## src/rtl/md5de_pkg.sv

```systemverilog
// ----------------------------------------------------------------------------
// md5de_pkg
// Shared types and constants of the MD5 digest engine: the four-word working
// state, the initial chaining value, and the step constant and rotate tables.
// ----------------------------------------------------------------------------
package md5de_pkg;

    // Four 32-bit words A, B, C, D of the working or chaining state
    typedef struct packed {
        logic [31:0] a;
        logic [31:0] b;
        logic [31:0] c;
        logic [31:0] d;
    } abcd_t;

    localparam abcd_t CHAIN_INIT = '{
        a: 32'h67452301,
        b: 32'hefcdab89,
        c: 32'h98badcfe,
        d: 32'h10325476
    };

    // Additive constant of each of the 64 steps
    function automatic logic [31:0] step_const(input logic [5:0] idx);
        logic [31:0] k;
        case (idx)
            6'd0:  k = 32'hd76aa478;
            6'd1:  k = 32'he8c7b756;
            6'd2:  k = 32'h242070db;
            6'd3:  k = 32'hc1bdceee;
            6'd4:  k = 32'hf57c0faf;
            6'd5:  k = 32'h4787c62a;
            6'd6:  k = 32'ha8304613;
            6'd7:  k = 32'hfd469501;
            6'd8:  k = 32'h698098d8;
            6'd9:  k = 32'h8b44f7af;
            6'd10: k = 32'hffff5bb1;
            6'd11: k = 32'h895cd7be;
            6'd12: k = 32'h6b901122;
            6'd13: k = 32'hfd987193;
            6'd14: k = 32'ha679438e;
            6'd15: k = 32'h49b40821;
            6'd16: k = 32'hf61e2562;
            6'd17: k = 32'hc040b340;
            6'd18: k = 32'h265e5a51;
            6'd19: k = 32'he9b6c7aa;
            6'd20: k = 32'hd62f105d;
            6'd21: k = 32'h02441453;
            6'd22: k = 32'hd8a1e681;
            6'd23: k = 32'he7d3fbc8;
            6'd24: k = 32'h21e1cde6;
            6'd25: k = 32'hc33707d6;
            6'd26: k = 32'hf4d50d87;
            6'd27: k = 32'h455a14ed;
            6'd28: k = 32'ha9e3e905;
            6'd29: k = 32'hfcefa3f8;
            6'd30: k = 32'h676f02d9;
            6'd31: k = 32'h8d2a4c8a;
            6'd32: k = 32'hfffa3942;
            6'd33: k = 32'h8771f681;
            6'd34: k = 32'h6d9d6122;
            6'd35: k = 32'hfde5380c;
            6'd36: k = 32'ha4beea44;
            6'd37: k = 32'h4bdecfa9;
            6'd38: k = 32'hf6bb4b60;
            6'd39: k = 32'hbebfbc70;
            6'd40: k = 32'h289b7ec6;
            6'd41: k = 32'heaa127fa;
            6'd42: k = 32'hd4ef3085;
            6'd43: k = 32'h04881d05;
            6'd44: k = 32'hd9d4d039;
            6'd45: k = 32'he6db99e5;
            6'd46: k = 32'h1fa27cf8;
            6'd47: k = 32'hc4ac5665;
            6'd48: k = 32'hf4292244;
            6'd49: k = 32'h432aff97;
            6'd50: k = 32'hab9423a7;
            6'd51: k = 32'hfc93a039;
            6'd52: k = 32'h655b59c3;
            6'd53: k = 32'h8f0ccc92;
            6'd54: k = 32'hffeff47d;
            6'd55: k = 32'h85845dd1;
            6'd56: k = 32'h6fa87e4f;
            6'd57: k = 32'hfe2ce6e0;
            6'd58: k = 32'ha3014314;
            6'd59: k = 32'h4e0811a1;
            6'd60: k = 32'hf7537e82;
            6'd61: k = 32'hbd3af235;
            6'd62: k = 32'h2ad7d2bb;
            6'd63: k = 32'heb86d391;
            default: k = 32'h0;
        endcase
        return k;
    endfunction

    // Left rotate amount, indexed by round and step within a group of four
    function automatic logic [4:0] step_rot(input logic [3:0] idx);
        logic [4:0] s;
        case (idx)
            4'd0:  s = 5'd7;
            4'd1:  s = 5'd12;
            4'd2:  s = 5'd17;
            4'd3:  s = 5'd22;
            4'd4:  s = 5'd5;
            4'd5:  s = 5'd9;
            4'd6:  s = 5'd14;
            4'd7:  s = 5'd20;
            4'd8:  s = 5'd4;
            4'd9:  s = 5'd11;
            4'd10: s = 5'd16;
            4'd11: s = 5'd23;
            4'd12: s = 5'd6;
            4'd13: s = 5'd10;
            4'd14: s = 5'd15;
            4'd15: s = 5'd21;
            default: s = 5'd7;
        endcase
        return s;
    endfunction

endpackage

```

## src/rtl/md5de_step.sv

```systemverilog
// ----------------------------------------------------------------------------
// md5de_step
// One MD5 step: round function, additions and rotate, giving the next
// working state from the current one, the message word and the step number.
// ----------------------------------------------------------------------------
module md5de_step (
    input  md5de_pkg::abcd_t cur,
    input  logic [31:0]      msg,
    input  logic [5:0]       step,
    output md5de_pkg::abcd_t nxt
);

    logic [31:0] f;
    logic [31:0] t;
    logic [31:0] rot;
    logic [4:0]  s;

    // Pick the round function
    always_comb
    begin
        case (step[5:4])
            2'd0:    f = (cur.b & cur.c) | (~cur.b & cur.d);
            2'd1:    f = (cur.b & cur.d) | (cur.c & ~cur.d);
            2'd2:    f = cur.b ^ cur.c ^ cur.d;
            2'd3:    f = cur.c ^ (cur.b | ~cur.d);
            default: f = 32'h0;
        endcase
    end

    // Sum, rotate and shuffle the words
    always_comb
    begin
        s   = md5de_pkg::step_rot({step[5:4], step[1:0]});
        t   = cur.a + f + msg + md5de_pkg::step_const(step);
        rot = (t << s) | (t >> (6'd32 - {1'b0, s}));
        nxt.a = cur.d;
        nxt.b = cur.b + rot;
        nxt.c = cur.b;
        nxt.d = cur.c;
    end

endmodule

```

## src/rtl/md5_digest_engine.sv

```systemverilog
// ----------------------------------------------------------------------------
// md5_digest_engine
// MD5 digest over a stream of little-endian message words, one step a cycle.
// ----------------------------------------------------------------------------
// Usage:
// Input words arrive on data_valid / data_stall with data_word, valid_bytes
// and is_last; a word is taken when data_valid is high and data_stall low.
// The bytes of a word are placed into the 64-byte block buffer in the cycle
// it is taken, so a word that neither fills the block nor is last does not
// stall the input. A word that fills the block starts a compression: 64
// steps through the shared step unit, then a fold into the chaining value,
// during which data_stall is high.
// A word with is_last runs the padding block (after the data block when it
// also fills one), a second padding block when the fill was 56 or more,
// then loads the digest register. The digest appears on digest_low /
// digest_high with digest_valid and holds while digest_stall is high; new
// words are taken meanwhile, and only the next digest waits for the
// register to free up.
// After the digest, chaining value, fill and byte count return to their
// initial values. Reset clears all control state at once; no clearing pass.
// ----------------------------------------------------------------------------
module md5_digest_engine (
    input  logic        clk,
    input  logic        rst_n,
    input  logic        data_valid,
    output logic        data_stall,
    input  logic [31:0] data_word,
    input  logic [2:0]  valid_bytes,
    input  logic        is_last,
    output logic        digest_valid,
    input  logic        digest_stall,
    output logic [63:0] digest_low,
    output logic [63:0] digest_high
);

    typedef enum logic [1:0] {
        ST_IDLE,
        ST_ROUND,
        ST_FOLD,
        ST_EMIT
    } state_t;

    typedef enum logic [1:0] {
        BLK_DATA,
        BLK_PAD_A,
        BLK_PAD_B
    } blk_kind_t;

    state_t             state_reg, state_next;
    blk_kind_t          kind_reg, kind_next;
    logic [5:0]         step_reg, step_next;
    md5de_pkg::abcd_t   work_reg, work_next;
    md5de_pkg::abcd_t   chain_reg, chain_next;
    logic [5:0]         fill_reg, fill_next;
    logic [31:0]        total_reg, total_next;
    logic [31:0]        word_reg, word_next;
    logic [2:0]         count_reg, count_next;
    logic [5:0]         start_reg, start_next;
    logic               last_reg, last_next;
    logic               digest_valid_reg, digest_valid_next;
    logic [63:0]        digest_low_reg, digest_low_next;
    logic [63:0]        digest_high_reg, digest_high_next;

    logic [3:0][7:0]    buffer_reg [16];

    logic               accept;
    logic [2:0]         in_count;
    logic [6:0]         fill_sum;
    logic [3:0]         g_idx;
    logic [31:0]        msg_word;
    md5de_pkg::abcd_t   step_out;
    md5de_pkg::abcd_t   chain_sum;
    logic               slot_free;

    logic [3:0]         wr_en;
    logic [3:0][5:0]    wr_pos;
    logic [3:0][7:0]    wr_byte;

    // Build one message word of the block being compressed
    function automatic logic [31:0] fetch_word(
        input logic [3:0]  g,
        input blk_kind_t   kind,
        input logic [5:0]  fill,
        input logic [31:0] total,
        input logic [31:0] raw
    );
        logic [31:0] res;
        logic [5:0]  pos;
        logic        len_here;
        res      = 32'h0;
        pos      = 6'd0;
        len_here = 1'b0;
        case (kind)
            BLK_DATA:
            begin
                res = raw;
            end
            BLK_PAD_A:
            begin
                for (int k = 0; k < 4; k++)
                begin
                    pos = {g, 2'(k)};
                    if (pos < fill)
                        res[8*k +: 8] = raw[8*k +: 8];
                    else if (pos == fill)
                        res[8*k +: 8] = 8'h80;
                end
                len_here = (fill < 6'd56);
            end
            BLK_PAD_B:
            begin
                len_here = 1'b1;
            end
            default:
            begin
                res = raw;
            end
        endcase
        if (len_here && g == 4'd14)
            res = {total[28:0], 3'b000};
        else if (len_here && g == 4'd15)
            res = {29'h0, total[31:29]};
        return res;
    endfunction

    assign data_stall = (state_reg != ST_IDLE);
    assign accept     = data_valid && !data_stall;
    assign in_count   = (valid_bytes > 3'd4) ? 3'd4 : valid_bytes;
    assign fill_sum   = {1'b0, fill_reg} + {4'b0000, in_count};
    assign slot_free  = !digest_valid_reg || !digest_stall;

    // Message word index of the current step
    always_comb
    begin
        case (step_reg[5:4])
            2'd0:    g_idx = step_reg[3:0];
            2'd1:    g_idx = 4'(step_reg[3:0] * 4'd5 + 4'd1);
            2'd2:    g_idx = 4'(step_reg[3:0] * 4'd3 + 4'd5);
            2'd3:    g_idx = 4'(step_reg[3:0] * 4'd7);
            default: g_idx = step_reg[3:0];
        endcase
    end

    assign msg_word = fetch_word(g_idx, kind_reg, fill_reg, total_reg, buffer_reg[g_idx]);

    md5de_step u_step (
        .cur  (work_reg),
        .msg  (msg_word),
        .step (step_reg),
        .nxt  (step_out)
    );

    // Fold the working state into the chaining value
    always_comb
    begin
        chain_sum.a = chain_reg.a + work_reg.a;
        chain_sum.b = chain_reg.b + work_reg.b;
        chain_sum.c = chain_reg.c + work_reg.c;
        chain_sum.d = chain_reg.d + work_reg.d;
    end

    // Place bytes: a new word up to the block end, or its spill after folding
    always_comb
    begin
        logic [6:0] pos;
        for (int k = 0; k < 4; k++)
        begin
            if (state_reg == ST_FOLD)
            begin
                pos        = {1'b0, start_reg} + 7'(k);
                wr_en[k]   = (kind_reg == BLK_DATA) && (3'(k) < count_reg) && pos[6];
                wr_byte[k] = word_reg[8*k +: 8];
            end
            else
            begin
                pos        = {1'b0, fill_reg} + 7'(k);
                wr_en[k]   = accept && (3'(k) < in_count) && !pos[6];
                wr_byte[k] = data_word[8*k +: 8];
            end
            wr_pos[k] = pos[5:0];
        end
    end

    // Write the block buffer
    always_ff @(posedge clk)
    begin
        for (int k = 0; k < 4; k++)
        begin
            if (wr_en[k])
                buffer_reg[wr_pos[k][5:2]][wr_pos[k][1:0]] <= wr_byte[k];
        end
    end

    // Sequence words, steps, padding and the digest
    always_comb
    begin
        state_next        = state_reg;
        kind_next         = kind_reg;
        step_next         = step_reg;
        work_next         = work_reg;
        chain_next        = chain_reg;
        fill_next         = fill_reg;
        total_next        = total_reg;
        word_next         = word_reg;
        count_next        = count_reg;
        start_next        = start_reg;
        last_next         = last_reg;
        digest_valid_next = digest_valid_reg;
        digest_low_next   = digest_low_reg;
        digest_high_next  = digest_high_reg;

        // drop the digest once taken
        if (digest_valid_reg && !digest_stall)
            digest_valid_next = 1'b0;

        case (state_reg)
            ST_IDLE:
            begin
                if (accept)
                begin
                    word_next  = data_word;
                    count_next = in_count;
                    start_next = fill_reg;
                    last_next  = is_last;
                    fill_next  = fill_sum[5:0];
                    total_next = total_reg + {29'h0, in_count};
                    step_next  = 6'd0;
                    work_next  = chain_reg;
                    if (fill_sum[6])
                    begin
                        kind_next  = BLK_DATA;
                        state_next = ST_ROUND;
                    end
                    else if (is_last)
                    begin
                        kind_next  = BLK_PAD_A;
                        state_next = ST_ROUND;
                    end
                end
            end
            ST_ROUND:
            begin
                work_next = step_out;
                step_next = step_reg + 6'd1;
                if (step_reg == 6'd63)
                    state_next = ST_FOLD;
            end
            ST_FOLD:
            begin
                chain_next = chain_sum;
                work_next  = chain_sum;
                step_next  = 6'd0;
                case (kind_reg)
                    BLK_DATA:
                    begin
                        kind_next  = BLK_PAD_A;
                        state_next = last_reg ? ST_ROUND : ST_IDLE;
                    end
                    BLK_PAD_A:
                    begin
                        kind_next  = BLK_PAD_B;
                        state_next = (fill_reg >= 6'd56) ? ST_ROUND : ST_EMIT;
                    end
                    default:
                    begin
                        state_next = ST_EMIT;
                    end
                endcase
            end
            ST_EMIT:
            begin
                // hold until the digest register is free
                if (slot_free)
                begin
                    digest_valid_next = 1'b1;
                    digest_low_next   = {chain_reg.b, chain_reg.a};
                    digest_high_next  = {chain_reg.d, chain_reg.c};
                    chain_next        = md5de_pkg::CHAIN_INIT;
                    fill_next         = 6'd0;
                    total_next        = 32'h0;
                    state_next        = ST_IDLE;
                end
            end
            default:
            begin
                state_next = ST_IDLE;
            end
        endcase
    end

    // Hold state and registered outputs
    always_ff @(posedge clk or negedge rst_n)
    begin
        if (!rst_n)
        begin
            state_reg        <= ST_IDLE;
            kind_reg         <= BLK_DATA;
            step_reg         <= 6'd0;
            work_reg         <= md5de_pkg::CHAIN_INIT;
            chain_reg        <= md5de_pkg::CHAIN_INIT;
            fill_reg         <= 6'd0;
            total_reg        <= 32'h0;
            word_reg         <= 32'h0;
            last_reg         <= 1'b0;
            count_reg        <= 3'd0;
            start_reg        <= 6'd0;
            digest_valid_reg <= 1'b0;
            digest_low_reg   <= 64'h0;
            digest_high_reg  <= 64'h0;
        end
        else
        begin
            state_reg        <= state_next;
            kind_reg         <= kind_next;
            step_reg         <= step_next;
            work_reg         <= work_next;
            chain_reg        <= chain_next;
            fill_reg         <= fill_next;
            total_reg        <= total_next;
            word_reg         <= word_next;
            last_reg         <= last_next;
            count_reg        <= count_next;
            start_reg        <= start_next;
            digest_valid_reg <= digest_valid_next;
            digest_low_reg   <= digest_low_next;
            digest_high_reg  <= digest_high_next;
        end
    end

    assign digest_valid = digest_valid_reg;
    assign digest_low   = digest_low_reg;
    assign digest_high  = digest_high_reg;

    // A word that completes the block starts a compression from step zero
    a_full_starts: assert property (@(posedge clk) disable iff (!rst_n)
        (accept && fill_sum[6]) |=> (state_reg == ST_ROUND && step_reg == 6'd0
                                     && kind_reg == BLK_DATA))
        else $error("full block did not start a compression");

    // The last step always folds next
    a_last_folds: assert property (@(posedge clk) disable iff (!rst_n)
        (state_reg == ST_ROUND && step_reg == 6'd63) |=> (state_reg == ST_FOLD))
        else $error("compression did not fold after the last step");

    // The second padding block only follows a fill too long for the length
    a_pad_b_fill: assert property (@(posedge clk) disable iff (!rst_n)
        (state_reg == ST_ROUND && kind_reg == BLK_PAD_B) |-> (fill_reg >= 6'd56))
        else $error("second padding block with a short fill");

    // Issuing a digest restarts the message state
    a_emit_resets: assert property (@(posedge clk) disable iff (!rst_n)
        (state_reg == ST_EMIT && slot_free) |=>
            (digest_valid && fill_reg == 6'd0 && total_reg == 32'h0
             && state_reg == ST_IDLE))
        else $error("digest issue did not restart the message");

endmodule

```

## config.mk

```make
export PLATFORM = sky130hd
export DESIGN_NAME = md5_digest_engine
export DESIGN_NICKNAME = d
export VERILOG_FILES = /design/src/rtl/md5de_pkg.sv /design/src/rtl/md5de_step.sv /design/src/rtl/md5_digest_engine.sv
export SDC_FILE = /design/constraint.sdc
export NUM_CORES = 2
export LEC_CHECK = 0
export BUFFER_PORTS_ARGS = -buffer_cell sky130_fd_sc_hd__buf_2
export CELL_PAD_IN_SITES_DETAIL_PLACEMENT = 1
export CELL_PAD_IN_SITES_GLOBAL_PLACEMENT = 2
export CORE_MARGIN = 2
export CORE_UTILIZATION = 25
export CTS_CLUSTER_DIAMETER = 60
export CTS_CLUSTER_SIZE = 30
export DETAILED_ROUTE_END_ITERATION = 12
export PLACE_DENSITY = 0.63
export REMOVE_ABC_BUFFERS = 1
export SYNTH_ARGS = -nofsm -noshare
export SYNTH_HDL_FRONTEND = slang
export SYNTH_SLANG_ARGS = --single-unit
```

## constraint.sdc

```tcl
create_clock -name clk -period 20.2 [get_ports clk]
set_input_delay 0 -clock clk [delete_from_list [all_inputs] [get_ports clk]]
set_output_delay 0 -clock clk [all_outputs]
set_load 0.005 [all_outputs]
```

==> impl_metrics.json <==
{
  "vias_per_cell": 5.71,
  "globalRouteTotalUtil_pct": 24.9,
  "finalCritPeriodShare_pct": 73.0,
  "vias": 77700,
  "clock-sinks": 987,
  "hp-class": "in2async",
  "grt_pass1_wl_mm": 580,
  "fin_skew_ns": 0.0894,
  "slew_violations": 0,
  "cts_tree": "built",
  "rows": 204,
  "stdcell_count": 13600,
  "core_area_mm2": 0.308,
  "synthSimpleGateAreaFrac_pct": 18.1,
  "fin_crit_ns": 14.74,
  "dp_cells": 13300,
  "cp_max_fo": 30,
  "die-area_mm2": 0.314,
  "synth_top_family_by_area": "compound AO/OA/AOI/OAI gates",
  "setup_viol": 0,
  "gr-total-overflow": 0,
  "cts_resized": 0,
  "area_growth_pct": 14.1,
  "fmax_mhz": 67.8,
  "synth_area_mm2": 0.0774,
  "dpl_worst_slack_ns": 5.52,
  "async_flop_share_pct": 48.1,
  "synth_edf_count": 512,
  "wirelength_mm": 405,
  "htreeDepth": 4,
  "setup_slack_ns": 5.46,
  "drive_above_1_share_pct": 11.4,
  "critPathArrivalTime_ns": 15.47,
  "cts_root_buf": "clkbuf_16",
  "max-slew-margin-rel_pct": 5.44,
  "syn_avg_cell_area_um2": 8.11,
  "ys_warn_count": 0,
  "io_pins": 170,
  "required_ns": 20.93,
  "grt_max_degree": 158,
  "numCtsBuffers": 145,
  "fin_nets": 9728,
  "worst-setup-path-type": "reg2reg",
  "outcome": "complete, no violations",
  "syn-instance-count": 9539,
  "finalHoldViolations": 0,
  "fin_setup_tns_ns": 0,
  "synthXorXnorAreaFrac_pct": 3.06,
  "grt_pass1_vias": 77900,
  "grt_setup_unrepaired": "false",
  "largest_reg_flops": 512,
  "ant_nets": 0,
  "fin_util_pct": 28.6,
  "initial_core_util_pct": 25.1,
  "clk_latency_ns": 0.88,
  "drt_first_pass_iters": 6,
  "ys.flop_type": "edfxtp_1",
  "cts_max_path_buffers": 4,
  "drc_errors": 0,
  "hpwl_mm": 270,
  "cts_hold_buf": 66,
  "tightest_slew_ns": 1.41,
  "synth_compound_area_share_pct": 26.4,
  "routedWlPerCell_um": 29.8,
  "startpoint_type": "flip-flop",
  "cts_setup_buffers": 0,
  "port_buffers": 169,
  "crit_path_top_delay_cell": "ha_1",
  "netlist-cell-type-count": 94,
  "die_w_um": 560,
  "synthAdderAreaFrac_pct": 6.18,
  "fp.dieH_um": 560,
  "antenna_found_initial": 8,
  "synth-seq-area-share_pct": 35.4,
  "critPathCaptureType": "flip-flop",
  "gp_congestion": 0.917,
  "ys_seq_elements": 987,
  "critPathMaxStageDelay_ns": 0.84,
  "max_cap_violations": 0,
  "drt-initial-drc-count": 6907,
  "synth_mux_area_share_pct": 6.11,
  "clkTransAtPathRegs_ns": 0.06
}
==> synth_stat cells, types with 17 or more instances <==
library cell / instances / area share (%)
o22ai_1: 66 / 0.53
a221o_1: 22 / 0.28
a21boi_0: 19 / 0.18
buf_1: 69 / 0.33
mux4_2: 100 / 2.9
mux2i_1: 140 / 1.8
ha_1: 262 / 4.2
dfrtp_1: 347 / 11
nor2b_1: 25 / 0.20
o31ai_1: 61 / 0.59
o211ai_1: 136 / 1.3
o21a_1: 40 / 0.39
clkbuf_1: 674 / 3.3
edfxtp_1: 512 / 20
or2_2: 48 / 0.39
o21ai_0: 462 / 3.0
and3_1: 33 / 0.27
fa_1: 75 / 1.9
a21o_1: 102 / 0.99
o311ai_0: 17 / 0.19
nand2b_1: 40 / 0.32
dfstp_2: 128 / 4.3
a21oi_1: 1298 / 8.4
a311oi_1: 42 / 0.48
a221oi_1: 65 / 0.74
a31oi_1: 56 / 0.45
nand4_1: 34 / 0.27
xnor2_1: 165 / 1.9
o21bai_1: 28 / 0.27
xor2_1: 96 / 1.1
inv_1: 208 / 1.0
mux2_2: 89 / 1.3
a211oi_1: 651 / 6.3
or3_1: 32 / 0.26
nand3_1: 219 / 1.4
and2_1: 29 / 0.23
a22oi_1: 25 / 0.24
nor2_1: 1472 / 7.1
o221ai_1: 20 / 0.23
nand2_1: 1241 / 6.0
nor3_1: 139 / 0.90
==> worst paths after layout <==
kind,cells past startpoint,slack [ns],startpoint,end
max,49,5.46,step_reg[0]$_DFFE_PN0P_,work_reg[95]$_DFFE_PN1P_
min reg2reg,2,0.47,chain_reg[104]$_DFFE_PN1P_,digest_low[8]$_DFFE_PN0P_
min in group clk,3,0.04,data_word[29],word_reg[29]$_DFFE_PN0P_
max in group asynchronous,5,17.81,rst_n,digest_high[54]$_DFFE_PN0P_
max reg2reg,49,5.46,step_reg[0]$_DFFE_PN0P_,work_reg[95]$_DFFE_PN1P_
min,2,0.04,rst_n,chain_reg[38]$_DFFE_PN1P_
==> layout by cell type, fill, tap and decap left out, types with 49 or more instances in the layout <==
master,instances
a31oi_1,56
o211ai_1,136
o22ai_1,66
a21o_1,102
ha_1,259
dlygate4sd3_1,65
mux2_2,85
or2_2,49
mux2i_1,107
edfxtp_1,512
o31ai_1,61
nand3_1,219
mux4_2,100
xor2_1,96
inv_1,204
a211oi_1,651
xnor2_1,162
nand2_1,1236
dfstp_2,128
nor2_1,1467
fa_1,75
a21oi_1,1297
buf_2,168
buf_4,186
clkbuf_16,150
o21ai_0,460
nor3_1,135
dfrtp_1,344
a221oi_1,65
==> worst max-delay path, delay by kind of cell (launching register included) <==
kind	cells	cell delay, ns
AO/OA/AOI/OAI	19	6.02
AND/OR/NAND/NOR	12	2.33
multiplexers	2	0.74
XOR/XNOR	2	0.61
buffers and inverters	7	1.49
adder cells (fa/ha/maj)	7	3.09
flip-flops	1	0.32
==> final cells by class <==
class                           count  area (um^2)
Timing Repair Buffer              427         3050
Tap cell                         4120         5150
Antenna cell                        7         17.5
Inverter                          215          812
Sequential cell                   987        27400
Clock buffer                      169         3880
Clock inverter                     93          982
Multi-Input combinational cell   7575        46900
Fill cell                       36400       220000
==> kinds of logic after synthesis <==
group / after synthesis
AOI/OAI and AO/OA: 3262
xor gates and xnor gates: 265
adders and majority gates: 337
buffers and inverters: 977
DFF: 987
muxes: 335
and+or+nand+nor: 3376
==> layer usage <==
metal	track usage, %	routed length, um	vias to the layer above	part of all wire (%)
met3	3.12	23400	740	5.8
met4	11.1	19900	2	4.9
li1	-	-	34400	-
met5	0	9	-	0.0022
met2	40.1	185000	2674	46
met1	33.2	176000	39800	44
==> stage by stage <==
| stage | hold WS [ns] | area [um^2] |
|---|---|---|
| after global routing | 0.0530 | 88300 |
| after global placement | 0.0704 | 82700 |
| final | 0.0382 | 88300 |
| after detailed placement | 0.0728 | 82700 |
| after CTS | 0.0170 | 88300 |
| after floorplan | -0.296 | 74500 |
Power is not shown: default switching activity piles up to over one toggle a cycle in this logic, so the estimate is an artifact.
